$ cat src/hdl/tpd_pkg.sv
// Package for the touch packet pen event decoder: field widths, packet
// constants, event kinds and configuration register indexes. No dependencies.
`timescale 1ns / 1ps

package tpd_pkg;

    localparam int BYTE_W     = 8;
    localparam int TICK_W     = 32;
    localparam int COORD_W    = 10;
    localparam int POS_W      = 11;
    localparam int PRESS_W    = 9;
    localparam int KIND_W     = 2;
    localparam int CFG_IDX_W  = 2;
    localparam int CFG_DATA_W = 10;

    localparam logic [BYTE_W-1:0]  ID_CODE        = 8'h81;
    localparam logic [BYTE_W-1:0]  PEN_UP_MASK    = 8'h1f;
    localparam logic [BYTE_W-1:0]  RELEASE_MASK   = 8'h7f;
    localparam logic [PRESS_W-1:0] TOUCH_PRESSURE = 9'd500;
    localparam logic [PRESS_W-1:0] NO_PRESSURE    = 9'd0;
    localparam logic [COORD_W-1:0] GLIDE_MASK_RST = 10'd1022;

    typedef enum logic [KIND_W-1:0] {
        EVT_PRESS   = 2'd0,
        EVT_GLIDE   = 2'd1,
        EVT_RELEASE = 2'd2
    } evt_kind_t;

    typedef enum logic [CFG_IDX_W-1:0] {
        CFG_GLIDE_MASK = 2'd0,
        CFG_SWAP_AXES  = 2'd1
    } cfg_idx_t;

    // Packet position: zero means waiting for a sync byte.
    typedef logic [1:0] byte_pos_t;

endpackage

$ cat src/hdl/tpd_rx_if.sv
// Channel interface for received bytes from the serial line.
// Depends on tpd_pkg for field widths.
`timescale 1ns / 1ps

interface tpd_rx_if;
    logic                        valid;
    logic                        ready;
    logic [tpd_pkg::BYTE_W-1:0]  rx_byte;
    logic                        rx_error;
    logic [tpd_pkg::TICK_W-1:0]  now_ticks;

    modport source (output valid, output rx_byte, output rx_error, output now_ticks,
                    input ready);
    modport sink   (input valid, input rx_byte, input rx_error, input now_ticks,
                    output ready);
endinterface

$ cat src/hdl/tpd_evt_if.sv
// Channel interface for decoded pen events.
// Depends on tpd_pkg for field widths.
`timescale 1ns / 1ps

interface tpd_evt_if;
    logic                              valid;
    logic                              ready;
    logic [tpd_pkg::KIND_W-1:0]        event_kind;
    logic signed [tpd_pkg::POS_W-1:0]  pos_x;
    logic signed [tpd_pkg::POS_W-1:0]  pos_y;
    logic [tpd_pkg::PRESS_W-1:0]       pressure;
    logic [tpd_pkg::TICK_W-1:0]        time_ms;

    modport source (output valid, output event_kind, output pos_x, output pos_y,
                    output pressure, output time_ms, input ready);
    modport sink   (input valid, input event_kind, input pos_x, input pos_y,
                    input pressure, input time_ms, output ready);
endinterface

$ cat src/hdl/touch_packet_pen_event_decoder.sv
// Top level of the touch packet pen event decoder.
// Depends on tpd_pkg, tpd_rx_if and tpd_evt_if.
`timescale 1ns / 1ps

// Usage
// The rx channel carries one received serial byte per transaction, with its
// receive error flag and the current 10 ms tick count. Bytes with the error
// flag set are dropped. A byte with bit 7 set starts a four-byte packet; a
// sync byte in the middle of a packet restarts framing at position one, and
// a data byte outside a packet is dropped.
// The evt channel carries at most one pen event per completed packet: a
// press, a glide (only when the masked position changed) or a release.
// Identification packets produce nothing.
// The event is registered in the result register after the byte that ends
// its packet has passed the input register. The block takes one byte every
// cycle as long as the result register is empty or is being emptied in the
// same cycle. When the evt receiver stalls, the event is held in the result
// register, the byte in the input register waits, and rx ready drops once
// both are full. Reset clears framing, the pen-down flag, the last position
// and both valid flags, and loads the configuration defaults (glide mask
// 1022, no axis swap). The user must write the configuration port only
// while the block is idle; the block itself does not enforce this.
module touch_packet_pen_event_decoder (
    input  logic                               clk,
    input  logic                               rst_n,
    tpd_rx_if.sink                             rx,
    tpd_evt_if.source                          evt,
    input  logic                               cfg_we,
    input  logic [tpd_pkg::CFG_IDX_W-1:0]      cfg_index,
    input  logic [tpd_pkg::CFG_DATA_W-1:0]     cfg_wdata
);

    // Configuration registers.
    logic [tpd_pkg::COORD_W-1:0] glide_mask_reg;
    logic                        swap_axes_reg;

    // Input register stage.
    logic                        in_valid_reg;
    logic [tpd_pkg::BYTE_W-1:0]  in_byte_reg;
    logic                        in_error_reg;
    logic [tpd_pkg::TICK_W-1:0]  in_ticks_reg;

    // Framing and pen tracking state.
    tpd_pkg::byte_pos_t          pos_reg, pos_next;
    logic [tpd_pkg::BYTE_W-1:0]  b0_reg, b1_reg, b2_reg;
    logic                        pen_reg, pen_next;
    logic [tpd_pkg::COORD_W-1:0] last_x_reg, last_x_next;
    logic [tpd_pkg::COORD_W-1:0] last_y_reg, last_y_next;

    // Result register stage.
    logic                              out_valid_reg, out_valid_next;
    tpd_pkg::evt_kind_t                kind_reg, kind_next;
    logic signed [tpd_pkg::POS_W-1:0]  x_reg, x_next;
    logic signed [tpd_pkg::POS_W-1:0]  y_reg, y_next;
    logic [tpd_pkg::PRESS_W-1:0]       press_reg, press_next;
    logic [tpd_pkg::TICK_W-1:0]        time_reg, time_next;

    logic                        advance;
    logic                        work;
    logic                        is_sync;
    logic                        pkt_done;
    logic [tpd_pkg::COORD_W-1:0] field_a, field_b, px, py, mx, my;
    logic                        emit;

    // The pipeline moves whenever the result register can take a new value.
    assign advance  = !out_valid_reg || evt.ready;
    assign rx.ready = !in_valid_reg || advance;
    assign work     = in_valid_reg && advance && !in_error_reg;
    assign is_sync  = in_byte_reg[tpd_pkg::BYTE_W-1];
    // The fourth byte completes a packet while it sits in the input register.
    assign pkt_done = work && !is_sync && (pos_reg == 2'd3);

    // Position fields; the fourth byte comes straight from the input register.
    assign field_a = {b1_reg[2:0], b2_reg[6:0]};
    assign field_b = {b1_reg[6:4], in_byte_reg[6:0]};
    assign px      = swap_axes_reg ? field_b : field_a;
    assign py      = swap_axes_reg ? field_a : field_b;
    assign mx      = px & glide_mask_reg;
    assign my      = py & glide_mask_reg;

    always_comb
    begin
        pos_next       = pos_reg;
        pen_next       = pen_reg;
        last_x_next    = last_x_reg;
        last_y_next    = last_y_reg;
        emit           = 1'b0;
        kind_next      = kind_reg;
        x_next         = x_reg;
        y_next         = y_reg;
        press_next     = press_reg;
        // Ticks times ten as a sum of two shifts, wrapping at 32 bits.
        time_next      = (in_ticks_reg << 3) + (in_ticks_reg << 1);

        if (work) begin
            if (is_sync) begin
                pos_next = 2'd1;
            end else if (pos_reg != 2'd0) begin
                pos_next = pos_reg + 2'd1;
            end
        end

        if (pkt_done && (b0_reg != tpd_pkg::ID_CODE)) begin
            if (!pen_reg) begin
                if ((b0_reg & tpd_pkg::PEN_UP_MASK) == '0) begin
                    emit        = 1'b1;
                    pen_next    = 1'b1;
                    last_x_next = px;
                    last_y_next = py;
                    kind_next   = tpd_pkg::EVT_PRESS;
                    x_next      = $signed({1'b0, px});
                    y_next      = $signed({1'b0, py});
                    press_next  = tpd_pkg::TOUCH_PRESSURE;
                end
            end else if ((b0_reg & tpd_pkg::RELEASE_MASK) != '0) begin
                emit        = 1'b1;
                pen_next    = 1'b0;
                last_x_next = px;
                last_y_next = py;
                kind_next   = tpd_pkg::EVT_RELEASE;
                x_next      = '1;
                y_next      = '1;
                press_next  = tpd_pkg::NO_PRESSURE;
            end else if ((mx != last_x_reg) || (my != last_y_reg)) begin
                emit        = 1'b1;
                last_x_next = mx;
                last_y_next = my;
                kind_next   = tpd_pkg::EVT_GLIDE;
                x_next      = $signed({1'b0, mx});
                y_next      = $signed({1'b0, my});
                press_next  = tpd_pkg::TOUCH_PRESSURE;
            end
        end

        out_valid_next = advance ? emit : out_valid_reg;
    end

    // Control state.
    always_ff @(posedge clk or negedge rst_n)
    begin
        if (!rst_n) begin
            glide_mask_reg <= tpd_pkg::GLIDE_MASK_RST;
            swap_axes_reg  <= 1'b0;
            in_valid_reg   <= 1'b0;
            pos_reg        <= 2'd0;
            pen_reg        <= 1'b0;
            last_x_reg     <= '0;
            last_y_reg     <= '0;
            out_valid_reg  <= 1'b0;
        end else begin
            if (cfg_we) begin
                case (cfg_index)
                    tpd_pkg::CFG_GLIDE_MASK: glide_mask_reg <= cfg_wdata;
                    tpd_pkg::CFG_SWAP_AXES:  swap_axes_reg  <= cfg_wdata[0];
                    default: ;
                endcase
            end
            if (rx.ready) begin
                in_valid_reg <= rx.valid;
            end
            pos_reg       <= pos_next;
            pen_reg       <= pen_next;
            last_x_reg    <= last_x_next;
            last_y_reg    <= last_y_next;
            out_valid_reg <= out_valid_next;
        end
    end

    // Payload registers.
    always_ff @(posedge clk)
    begin
        if (rx.valid && rx.ready) begin
            in_byte_reg  <= rx.rx_byte;
            in_error_reg <= rx.rx_error;
            in_ticks_reg <= rx.now_ticks;
        end
        if (work) begin
            if (is_sync) begin
                b0_reg <= in_byte_reg;
            end else if (pos_reg == 2'd1) begin
                b1_reg <= in_byte_reg;
            end else if (pos_reg == 2'd2) begin
                b2_reg <= in_byte_reg;
            end
        end
        if (advance && emit) begin
            kind_reg  <= kind_next;
            x_reg     <= x_next;
            y_reg     <= y_next;
            press_reg <= press_next;
            time_reg  <= time_next;
        end
    end

    assign evt.valid      = out_valid_reg;
    assign evt.event_kind = kind_reg;
    assign evt.pos_x      = x_reg;
    assign evt.pos_y      = y_reg;
    assign evt.pressure   = press_reg;
    assign evt.time_ms    = time_reg;

endmodule

$ cat src/flat_wrapper.sv
// flat-port wrapper written by rule: the top's interface ports become plain ports
module touch_packet_pen_event_decoder_flat 
  (clk, rst_n, cfg_we, cfg_index, cfg_wdata, rx_valid, rx_rx_byte, rx_rx_error, rx_now_ticks, rx_ready, evt_valid, evt_event_kind, evt_pos_x, evt_pos_y, evt_pressure, evt_time_ms, evt_ready);
  tpd_rx_if rx_i ();
  tpd_evt_if evt_i ();
  input  logic clk;
  input  logic rst_n;
  input  logic cfg_we;
  input  logic [tpd_pkg::CFG_IDX_W-1:0] cfg_index;
  input  logic [tpd_pkg::CFG_DATA_W-1:0] cfg_wdata;
  input wire logic [$bits(rx_i.valid)-1:0] rx_valid;
  input wire logic [$bits(rx_i.rx_byte)-1:0] rx_rx_byte;
  input wire logic [$bits(rx_i.rx_error)-1:0] rx_rx_error;
  input wire logic [$bits(rx_i.now_ticks)-1:0] rx_now_ticks;
  output wire logic [$bits(rx_i.ready)-1:0] rx_ready;
  output wire logic [$bits(evt_i.valid)-1:0] evt_valid;
  output wire logic [$bits(evt_i.event_kind)-1:0] evt_event_kind;
  output wire logic [$bits(evt_i.pos_x)-1:0] evt_pos_x;
  output wire logic [$bits(evt_i.pos_y)-1:0] evt_pos_y;
  output wire logic [$bits(evt_i.pressure)-1:0] evt_pressure;
  output wire logic [$bits(evt_i.time_ms)-1:0] evt_time_ms;
  input wire logic [$bits(evt_i.ready)-1:0] evt_ready;
  assign rx_i.valid = rx_valid;
  assign rx_i.rx_byte = rx_rx_byte;
  assign rx_i.rx_error = rx_rx_error;
  assign rx_i.now_ticks = rx_now_ticks;
  assign rx_ready = rx_i.ready;
  assign evt_valid = evt_i.valid;
  assign evt_event_kind = evt_i.event_kind;
  assign evt_pos_x = evt_i.pos_x;
  assign evt_pos_y = evt_i.pos_y;
  assign evt_pressure = evt_i.pressure;
  assign evt_time_ms = evt_i.time_ms;
  assign evt_i.ready = evt_ready;
  touch_packet_pen_event_decoder u_core (.clk(clk), .rst_n(rst_n), .rx(rx_i), .evt(evt_i), .cfg_we(cfg_we), .cfg_index(cfg_index), .cfg_wdata(cfg_wdata));
endmodule
$ cat config.mk
export PLATFORM = sky130hd
export DESIGN_NAME = touch_packet_pen_event_decoder_flat
export DESIGN_NICKNAME = d
export VERILOG_FILES = /design/src/hdl/tpd_pkg.sv /design/src/hdl/tpd_rx_if.sv /design/src/hdl/tpd_evt_if.sv /design/src/hdl/touch_packet_pen_event_decoder.sv /design/src/flat_wrapper.sv
export SDC_FILE = /design/constraint.sdc
export NUM_CORES = 1
export LEC_CHECK = 0
export ABC_AREA = 1
export BUFFER_PORTS_ARGS = -buffer_cell sky130_fd_sc_hd__buf_2
export CORE_MARGIN = 2
export CORE_UTILIZATION = 45
export DETAILED_ROUTE_END_ITERATION = 10
export PLACE_DENSITY = 0.72
export SYNTH_ARGS = -nofsm -noshare
export SYNTH_HDL_FRONTEND = slang
export SYNTH_SLANG_ARGS = --single-unit
$ cat constraint.sdc
create_clock -name clk -period 3.1 [get_ports clk]
set_clock_uncertainty 0.05 [all_clocks]
set_input_delay 0.155 -clock clk [delete_from_list [all_inputs] [get_ports clk]]
set_output_delay 0.155 -clock clk [all_outputs]
set_load 0.05 [all_outputs]
=== After elaboration in Yosys (flattened, before gate mapping) ===
Index checks and enable logic that the tools add are counted.

* Add/sub/neg operators: 2
* Multiply operators: 0
* Shift-type cells: 0
* Equal/unequal tests: 8
* Magnitude comparators: 0
* Reductions and logical operators: 28
* Multiplexer cells: 35
* Bitwise logic cells: 4
* Div/mod/pow operators: 0

{| class="wikitable"
|+ Operators with widths
! kind !! number
|-
| $mux 10 || 10
|-
| $mux 11 || 8
|-
| $mux 9 || 4
|-
| $add 32x32->32 || 1
|-
| $and 10x10->10 || 2
|-
| $ne 10x10->1 || 2
|-
| $mux 2 || 6
|-
| $logic_not 8->1 || 1
|-
| $reduce_and 2->1 || 4
|-
| $reduce_and 4->1 || 2
|-
| $reduce_bool 8->1 || 1
|-
| $logic_and 1x1->1 || 7
|-
| $mux 1 || 7
|-
| $ne 7x1->1 const B || 1
|-
| $reduce_and 3->1 || 2
|-
| $reduce_bool 2->1 || 3
|-
| $eq 2x1->1 const B || 2
|-
| $eq 2x2->1 const B || 2
|-
| $logic_not 1->1 || 4
|-
| $logic_or 1x1->1 || 3
|-
| $ne 3x3->1 const B || 1
|-
| $add 2x1->2 const B || 1
|-
| $logic_not 2->1 || 1
|-
| $not 1->1 || 2
|}

* Latch bits: 0
* Input bits: 58
* RAM bits: 0
* Memory bits (read-only): 0
* Bits in registers: 162
* Memories: 0
* Word-level logic and storage cells: 96
* Output and inout port bits: 67

=== Logic depth before layout (Yosys ltp) ===
Gate-level depths: netlist of the first run.

* Depth after elaboration: 10
* Mapped depth: 15
* Depth with buffers taken out: 14

=== Worst setup path after synthesis of the first run ===
Ideal clock, no wire load.

* Kind: register to register
* From: register u_core.out_valid_reg (netlist: u_core.evt.valid)
* To: register u_core.time_reg, in the netlist u_core.evt.time_ms[10] (enable)
* Setup time: 0.386 ns
* Buffers on the path: 1
* Slack: 0.380 ns
* Clock period less this slack: 2.720 ns
* Data required time: 2.664 ns
* Cell stages (with the launch flop): 11
* Arrival time: 2.284 ns
* Cells stage by stage: dfrtp_1 nand2_1 nand3b_1 nor2_1 nand3_1 o21ai_0 inv_1 nor2_1 nand2_2 buf_6 inv_1

* Word-level cells in the longest chain between the ends: 9

{| class="wikitable"
|+ Ends and longest elaborated chain
! what !! RTL line !! RTL
|-
| start, declared || touch_packet_pen_event_decoder.sv:51 || <nowiki>logic out_valid_reg, out_valid_next;</nowiki>
|-
| start signal, assigned || touch_packet_pen_event_decoder.sv:165 || <nowiki>out_valid_reg <= out_valid_next;</nowiki>
|-
| $logic_not 1->1 * || touch_packet_pen_event_decoder.sv:66 || <nowiki>assign advance = !out_valid_reg || evt.ready;</nowiki>
|-
| $logic_or 1x1->1 * || touch_packet_pen_event_decoder.sv:66 ||
|-
| $logic_and 1x1->1 (2 in series) || touch_packet_pen_event_decoder.sv:68 || <nowiki>assign work = in_valid_reg && advance && !in_error_reg;</nowiki>
|-
| $logic_and 1x1->1 (2 in series) || touch_packet_pen_event_decoder.sv:71 || <nowiki>assign pkt_done = work && !is_sync && (pos_reg == 2'd3);</nowiki>
|-
| $logic_and 1x1->1 || touch_packet_pen_event_decoder.sv:103 || <nowiki>if (pkt_done && (b0_reg != tpd_pkg::ID_CODE)) begin</nowiki>
|-
| $mux 1 || touch_packet_pen_event_decoder.sv:103 ||
|-
| $logic_and 1x1->1 * || touch_packet_pen_event_decoder.sv:186 || <nowiki>if (advance && emit) begin</nowiki>
|-
| end signal, assigned || touch_packet_pen_event_decoder.sv:191 || <nowiki>time_reg <= time_next;</nowiki>
|-
| end, declared || touch_packet_pen_event_decoder.sv:56 || <nowiki>logic [tpd_pkg::TICK_W-1:0] time_reg, time_next;</nowiki>
|}

Every way passes the cells marked *; elsewhere a longest branch is shown, timed or not.
A chain may end at the register's enable or synchronous reset.

=== Worst setup path after layout of the first run ===
* From: register u_core.swap_axes_reg
* To: register u_core.y_reg, in the netlist u_core.evt.pos_y[4] (enable)

* Word-level cells in the longest chain between the ends: 10
* Elaborated cells on any way between the ends: 14
* Those cells by class: eq/ne (3); mux (6); bitwise (2); reduce/logical (3)

{| class="wikitable"
|+ Ends and longest elaborated chain
! what !! RTL line !! RTL
|-
| start, declared || touch_packet_pen_event_decoder.sv:35 || <nowiki>logic swap_axes_reg;</nowiki>
|-
| start signal, assigned || touch_packet_pen_event_decoder.sv:154 || <nowiki>tpd_pkg::CFG_SWAP_AXES: swap_axes_reg <= cfg_wdata[0];</nowiki>
|-
| $mux 10 (on tied branches) || touch_packet_pen_event_decoder.sv:76, touch_packet_pen_event_decoder.sv:77 ||
|-
| $and 10x10->10 (on tied branches) || touch_packet_pen_event_decoder.sv:78, touch_packet_pen_event_decoder.sv:79 ||
|-
| $ne 10x10->1 || touch_packet_pen_event_decoder.sv:124 || <nowiki>end else if ((mx != last_x_reg) || (my != last_y_reg)) begin</nowiki>
|-
| $logic_or 1x1->1 * || touch_packet_pen_event_decoder.sv:124 ||
|-
| $mux 1 || touch_packet_pen_event_decoder.sv:124 ||
|-
| $mux 1 || touch_packet_pen_event_decoder.sv:115 || <nowiki>end else if ((b0_reg & tpd_pkg::RELEASE_MASK) != '0) begin</nowiki>
|-
| $mux 1 || touch_packet_pen_event_decoder.sv:104 || <nowiki>if (!pen_reg) begin</nowiki>
|-
| $mux 1 || touch_packet_pen_event_decoder.sv:103 ||
|-
| $logic_and 1x1->1 || touch_packet_pen_event_decoder.sv:186 ||
|-
| $reduce_and 4->1 (no source line) * || -- ||
|-
| end signal, assigned || touch_packet_pen_event_decoder.sv:189 || <nowiki>y_reg <= y_next;</nowiki>
|-
| end, declared || touch_packet_pen_event_decoder.sv:54 || <nowiki>logic signed [tpd_pkg::POS_W-1:0] y_reg, y_next;</nowiki>
|}

Marked as above.

==> qor.yml, run 1 <==
sta:
  finalHoldViolCount: 0
  setup_viol: 0
  fin_crit_ns: 2.695
  post-route-period-util: 0.8694
  final-max-slew-violation-count: 0
  finalSetupTns_ns: 0
  tightest_slew_ns: 0.8788
  clock.fmax_mhz: 371.0
  timing.slew.headroom: 0.4142
  rsz0062_at_grt: "no"
  worst_slack_ns: 0.4048
synth:
  async_flop_share: 0.2400
  syn_area_um2: 8056
  ys.flop_type: "edfxtp_1"
  avgSynthCellArea_um2: 8.952
  ys_ff_latch: 150
  synth-edff-count: 114
  ys_types: 32
  yosysSeqAreaShare: 0.5381
  synthCells: 900
  yosysWarningCount: 0
floorplan:
  core_area_um2: 17420
  die_y_um: 137.8
  io_pins: 125
  die_x_um: 137.8
  dieArea_um2: 18990
  start_util: 0.4626
  num_rows: 48
detailed_routing:
  wl_per_cell_um: 14.64
  drt-vias-per-instance: 5.059
  drt_iter0_markers: 595
  drtAntennaViolNets: 0
  wl_um: 19270
  vias: 6657
  drc: 0
  first_pass_iters: 5
worst_setup_path:
  endpoint_kind: "flop"
  critPathMaxFanout: 23
  crit_type: "reg2reg"
  start_kind: "flop"
  arrival_ns: 2.69
  reg2reg_slack_ns: 0.40
  worstPathRequired_ns: 3.09
global_routing:
  grt_util_all_layers: 0.2141
  gr-total-overflow: 0
  grt_pass1_wl_um: 30960
  grt_pass1_vias: 6407
  grt_max_degree: 40
  antenna_found_initial: 2
finish:
  fill_cells: 1528
  fin_util: 0.5692
  nNetsFinal: 1167
  multi_input_area_um2: 3168
  drive_gt1_frac: 0.1708
  seqCellArea_um2: 4335
  synthToLayoutAreaGrowth_pct: 23.05
cts:
  clk_path_buf_depth: 2
  cts_root_buf: "clkbuf_16"
  cts_num_sinks: 150
  clkLatencyLatePin_ns: 0.42
  cts_buffers: 17
  cts_tree: "done"
  cts-resized-gates: 0
  post_cts_buffers: 0
  path_clk_slew_ns: 0.06
  cts_hold_buf: 54
  htree_levels: 4
worst_hold_path:
  hp-class: "in2reg"
status:
  status: "completed"
place:
  dpl.hpwl_um: 13540
  place_congestion: 0.9270
  dp_slack_ns: 0.4132
  numPortBuffers: 119
power:
  p_per_area_nw_per_um2: 598.0
  ir_worst_vdd_mv: 0.4364
  leakage_nw: 4.564
job:
  cap_violations: 0
placed cells by master (no fill, tap or decap), types with 10 or more instances in the layout:
cell           Yosys  layout
dlygate4sd3_1      0      54
o21ai_0           46      46
inv_1             99      99
edfxtp_1         114     114
a21oi_1           35      35
ha_1              32      32
buf_4             14      10
nand3_1           65      65
buf_2              7     119
xor2_1            20      20
nand3b_1          10      10
nand2_1          288     288
nor2_1            64      64
clkbuf_16          0      17
dfrtp_1           27      27
stage by stage:
step | instance area [um2] | total power, mW | instances | hold WS [ns]
floorplan | 8068 | 3.637 | 903 | -0.1906
detailed placement | 8827 | 3.989 | 1228 | 0.2781
finish | 9913 | 5.928 | 1316 | 0.02638
CTS | 9908 | 5.948 | 1314 | 0.02954
global placement | 8827 | 3.943 | 1228 | 0.2698
global route | 9913 | 6.269 | 1316 | 0.02128
final timing paths:
kind,from,endpoint,depth (start not counted)
hold / removal,cfg_we,u_core.swap_axes_reg,3
setup / recovery,u_core.swap_axes_reg,u_core.evt.pos_y[4],12
min in group asynchronous,rst_n,u_core.last_y_reg[5],2
hold reg to reg,u_core.last_y_reg[0],u_core.last_y_reg[0],2
max in group asynchronous,rst_n,u_core.last_x_reg[4],2
setup reg to reg,u_core.swap_axes_reg,u_core.evt.pos_y[4],12
cell usage after synthesis (all sizes together), types with 5 or more instances:
cell / count / area share
ha: 32 / 0.050
xor2: 20 / 0.022
inv: 99 / 0.046
nor3: 9 / 0.0056
o21ai: 53 / 0.034
dfstp: 9 / 0.029
mux2: 8 / 0.011
edfxtp: 114 / 0.42
nand3: 65 / 0.040
nand4: 9 / 0.0070
nand2: 289 / 0.13
dfrtp: 27 / 0.084
buf: 24 / 0.022
nand3b: 10 / 0.0093
or2: 9 / 0.0070
a21oi: 35 / 0.022
xnor2: 6 / 0.0065
nor2: 64 / 0.030
clkbuf: 5 / 0.0023
worst max-delay path: stages (launching register included):
cell and delay, ns:
dfrtp_1 0.38, inv_1 0.46, buf_4 0.22, nand2_1 0.04, nand3_1 0.06, nand2_1 0.08
nand2_1 0.07, nor2_1 0.04, nand2_1 0.06, nor2_1 0.05, nand3_1 0.11, nand2_2 0.09
inv_1 0.62
kinds of logic after synthesis:
group,synth area share
buffers and inverters,0.07004
flip-flops,0.5381
XOR/XNOR,0.02827
other,0.0004655
multiplexers,0.01118
AND/OR/NAND/NOR,0.2340
adder cells (fa/ha/maj),0.05218
AO/OA/AOI/OAI,0.06569
area by class of cell:
cell class,count,area share
multi-input cells,625,0.3196
clock buffers,19,0.04367
well taps,225,0.02840
clock inverters,13,0.01085
diodes,2,0.0005049
flip-flops and latches,150,0.4373
repair buffers,183,0.1222
inverters,99,0.03749
layer usage:
metal  GRT usage  wire length [um]
met1      0.2546              8085
met2      0.3712              9659
met3     0.04746               915
met4     0.09580               606
met5           0                 0
power by group:
group | total [mW] | switching [mW] | internal (mW)
clock | 1.91 | 0.808 | 1.10
sequential | 2.65 | 0.182 | 2.47
combinational | 1.37 | 0.876 | 0.496
Note: power is estimated with default switching activity, not from simulation.
==> inputs of run 2 (changes only) <==
- CORE_UTILIZATION: 45 -> 35
- PLACE_DENSITY: 0.72 -> 0.6
==> run 2 against run 1 <==
Setup slack better by 0.031 ns. Die area is 28% higher. First-iteration DRC count is 44% lower. Sequential share of layout area is 0.54 points lower. Sequential power hardly changed. Maximum frequency is 1.2% higher. Utilization is 13 points lower. Final area is 1.2% higher. Sequential cell count stayed put. Routed wire length is 0.98% higher. Via count is 1.7% lower. Count of clock-buffer cells in the layout is 2 lower.
==> qor.yml, run 2 (synthesized netlist as in run 1, its figures left out) <==
status:
  status: "completed"  # unchanged
cts:
  cts-resized-gates: 0  # unchanged
  cts_num_sinks: 150  # unchanged
  path_clk_slew_ns: 0.06  # about the same
  cts_hold_buf: 54  # unchanged
  clk_path_buf_depth: 2  # unchanged
  clkLatencyLatePin_ns: 0.43  # was 0.42 ns
  htree_levels: 4  # unchanged
  cts_root_buf: "clkbuf_16"  # unchanged
  cts_buffers: 17  # unchanged
  post_cts_buffers: 0  # unchanged
  cts_tree: "done"  # unchanged
worst_setup_path:
  crit_type: "reg2reg"  # unchanged
  crit_top_cell: "nand2_1"  # unchanged
  arrival_ns: 2.79  # was 2.69 ns
  critical-path-top-delay-family: "adder cells"  # was buffers and inverters
  cp_slowest_cell: "fa_1"  # was inv_1
  start_kind: "flop"  # unchanged
  critPathMaxStageDelay_ns: 0.52  # was 0.62 ns
  worstPathRequired_ns: 3.22  # was 3.09 ns
  endpoint_kind: "flop"  # unchanged
  critPathMaxFanout: 4  # was 23
  cp_cell_sequence: "ha_1 > fa_1 > nand2_1 > nand3_1 > o21ai_0 > o21ai_0 > nand2_1 > nand2_1 > nand2_1 > nand2_1 > xor2_1"  # was inv_1 > buf_4 > nand2_1 > nand3_1 > nand2_1 > nand2_1 > nor2_1 > nand2_1 > nor2_1 > nand3_1 > nand2_2 > inv_1
  cp.depth: 11  # was 12
  path_buf_inv: 0  # was 3
  reg2regPathDepth: 11  # was 12
sta:
  finalHoldWorstSlack_ns: 0.03704  # was 0.02638 ns
  finalHoldViolCount: 0  # unchanged
  rsz0062_at_grt: "no"  # unchanged
  finalSetupTns_ns: 0  # unchanged
  worst_slack_ns: 0.4355  # was 0.4048 ns
  fin_crit_ns: 2.665  # was 2.695 ns
  clock.fmax_mhz: 375.3  # was 371.0 MHz
  setup_viol: 0  # unchanged
  tightest_slew_ns: 0.8836  # was 0.8788 ns
  final-max-slew-violation-count: 0  # unchanged
  timing.slew.headroom: 0.4109  # was 0.4142
  post-route-period-util: 0.8595  # was 0.8694
place:
  dpl.hpwl_um: 14300  # was 13540 um
  numPortBuffers: 119  # unchanged
  dp_cells: 1288  # was 1228
  placed_area_um2: 8902  # was 8827 um2
  dp_slack_ns: 0.4469  # was 0.4132 ns
  place_congestion: 0.8493  # was 0.9270
detailed_routing:
  first_pass_iters: 5  # unchanged
  vias: 6546  # was 6657
  drt-vias-per-instance: 4.761  # was 5.059
  drt_iter0_markers: 333  # was 595
  wl_um: 19450  # was 19270 um
  drc: 0  # unchanged
  wl_per_cell_um: 14.15  # was 14.64 um
  drtAntennaViolNets: 0  # unchanged
floorplan:
  io_pins: 125  # unchanged
  core_area_um2: 22640  # was 17420 um2
  num_rows: 55  # was 48
  die_y_um: 155.7  # was 137.8 um
  dieArea_um2: 24250  # was 18990 um2
  die_x_um: 155.7  # was 137.8 um
  start_util: 0.3558  # was 0.4626
power:
  p_per_area_nw_per_um2: 610.2  # was 598.0 nW/um2
  leakage_nw: 4.579  # was 4.564 nW
  p_total_mw: 6.125  # was 5.928 mW
  ir_worst_vdd_mv: 0.3240  # was 0.4364 mV
finish:
  layoutNonFillerInstCount: 1375  # was 1316
  layout_common_cells: "nand2_1 (288), buf_2 (119), edfxtp_1 (114)"  # unchanged
  layout_commonest_cell: "nand2_1"  # unchanged
  fin_area_um2: 10040  # was 9913 um2
  drive_gt1_frac: 0.1736  # was 0.1708
  synthToLayoutAreaGrowth_pct: 24.58  # was 23.05%
  nNetsFinal: 1167  # unchanged
  fin_util: 0.4433  # was 0.5692
global_routing:
  grt_pass1_wl_um: 31750  # was 30960 um
  grt_pass1_vias: 6241  # was 6407
  grt_max_degree: 41  # was 40
  antenna_found_initial: 1  # was 2
  grtUsageMet3: 0.03833  # was 0.04746
  use_met2: 0.2880  # was 0.3712
  top_usage_layer: "met2"  # unchanged
  met1_usage: 0.2044  # was 0.2546
  gr-total-overflow: 0  # unchanged
  grt_util_all_layers: 0.1696  # was 0.2141
worst_hold_path:
  hold_path_depth: 3  # unchanged
  hp-class: "in2reg"  # unchanged
job:
  cap_violations: 0  # unchanged
[run 2: where the power goes]
group	internal [mW]	leakage [nW]	switching (mW)
clock	1.20	0.277	0.888
sequential	2.47	1.50	0.177
combinational	0.501	2.80	0.887
[run 2: tightest hold or removal path, cell delays in order]
cell and delay (ns):
buf_2 0.10, nand3b_1 0.11, o21ai_0 0.08
[run 2: area by class of cell]
class                           count  area (um2)
Tap cell                          285       356.6
Inverter                           99       371.6
Sequential cell                   150        4335
Timing Repair Buffer              183        1211
Multi-Input combinational cell    625        3168
Fill cell                        2139       12600
Clock inverter                     15       166.4
Clock buffer                       17       425.4
Antenna cell                        1       2.502
[run 2: layer usage]
metal	vias up	routed length [um]
met5	-	0
met4	0	656
met3	37	869
met2	188	9434
met1	3003	8494
li1	3318	-
[run 2: worst paths after layout]
check,start,to,slack (ns)
worst max-delay path,u_core.in_ticks_reg[0],u_core.evt.time_ms[29],0.44
worst min-delay path,cfg_index[0],u_core.swap_axes_reg,0.04
worst max register to register,u_core.in_ticks_reg[0],u_core.evt.time_ms[29],0.44
worst min register to register,u_core.in_ticks_reg[0],u_core.evt.time_ms[1],0.43
max in group asynchronous,rst_n,u_core.in_valid_reg,2.10
min in group asynchronous,rst_n,u_core.last_x_reg[7],0.35
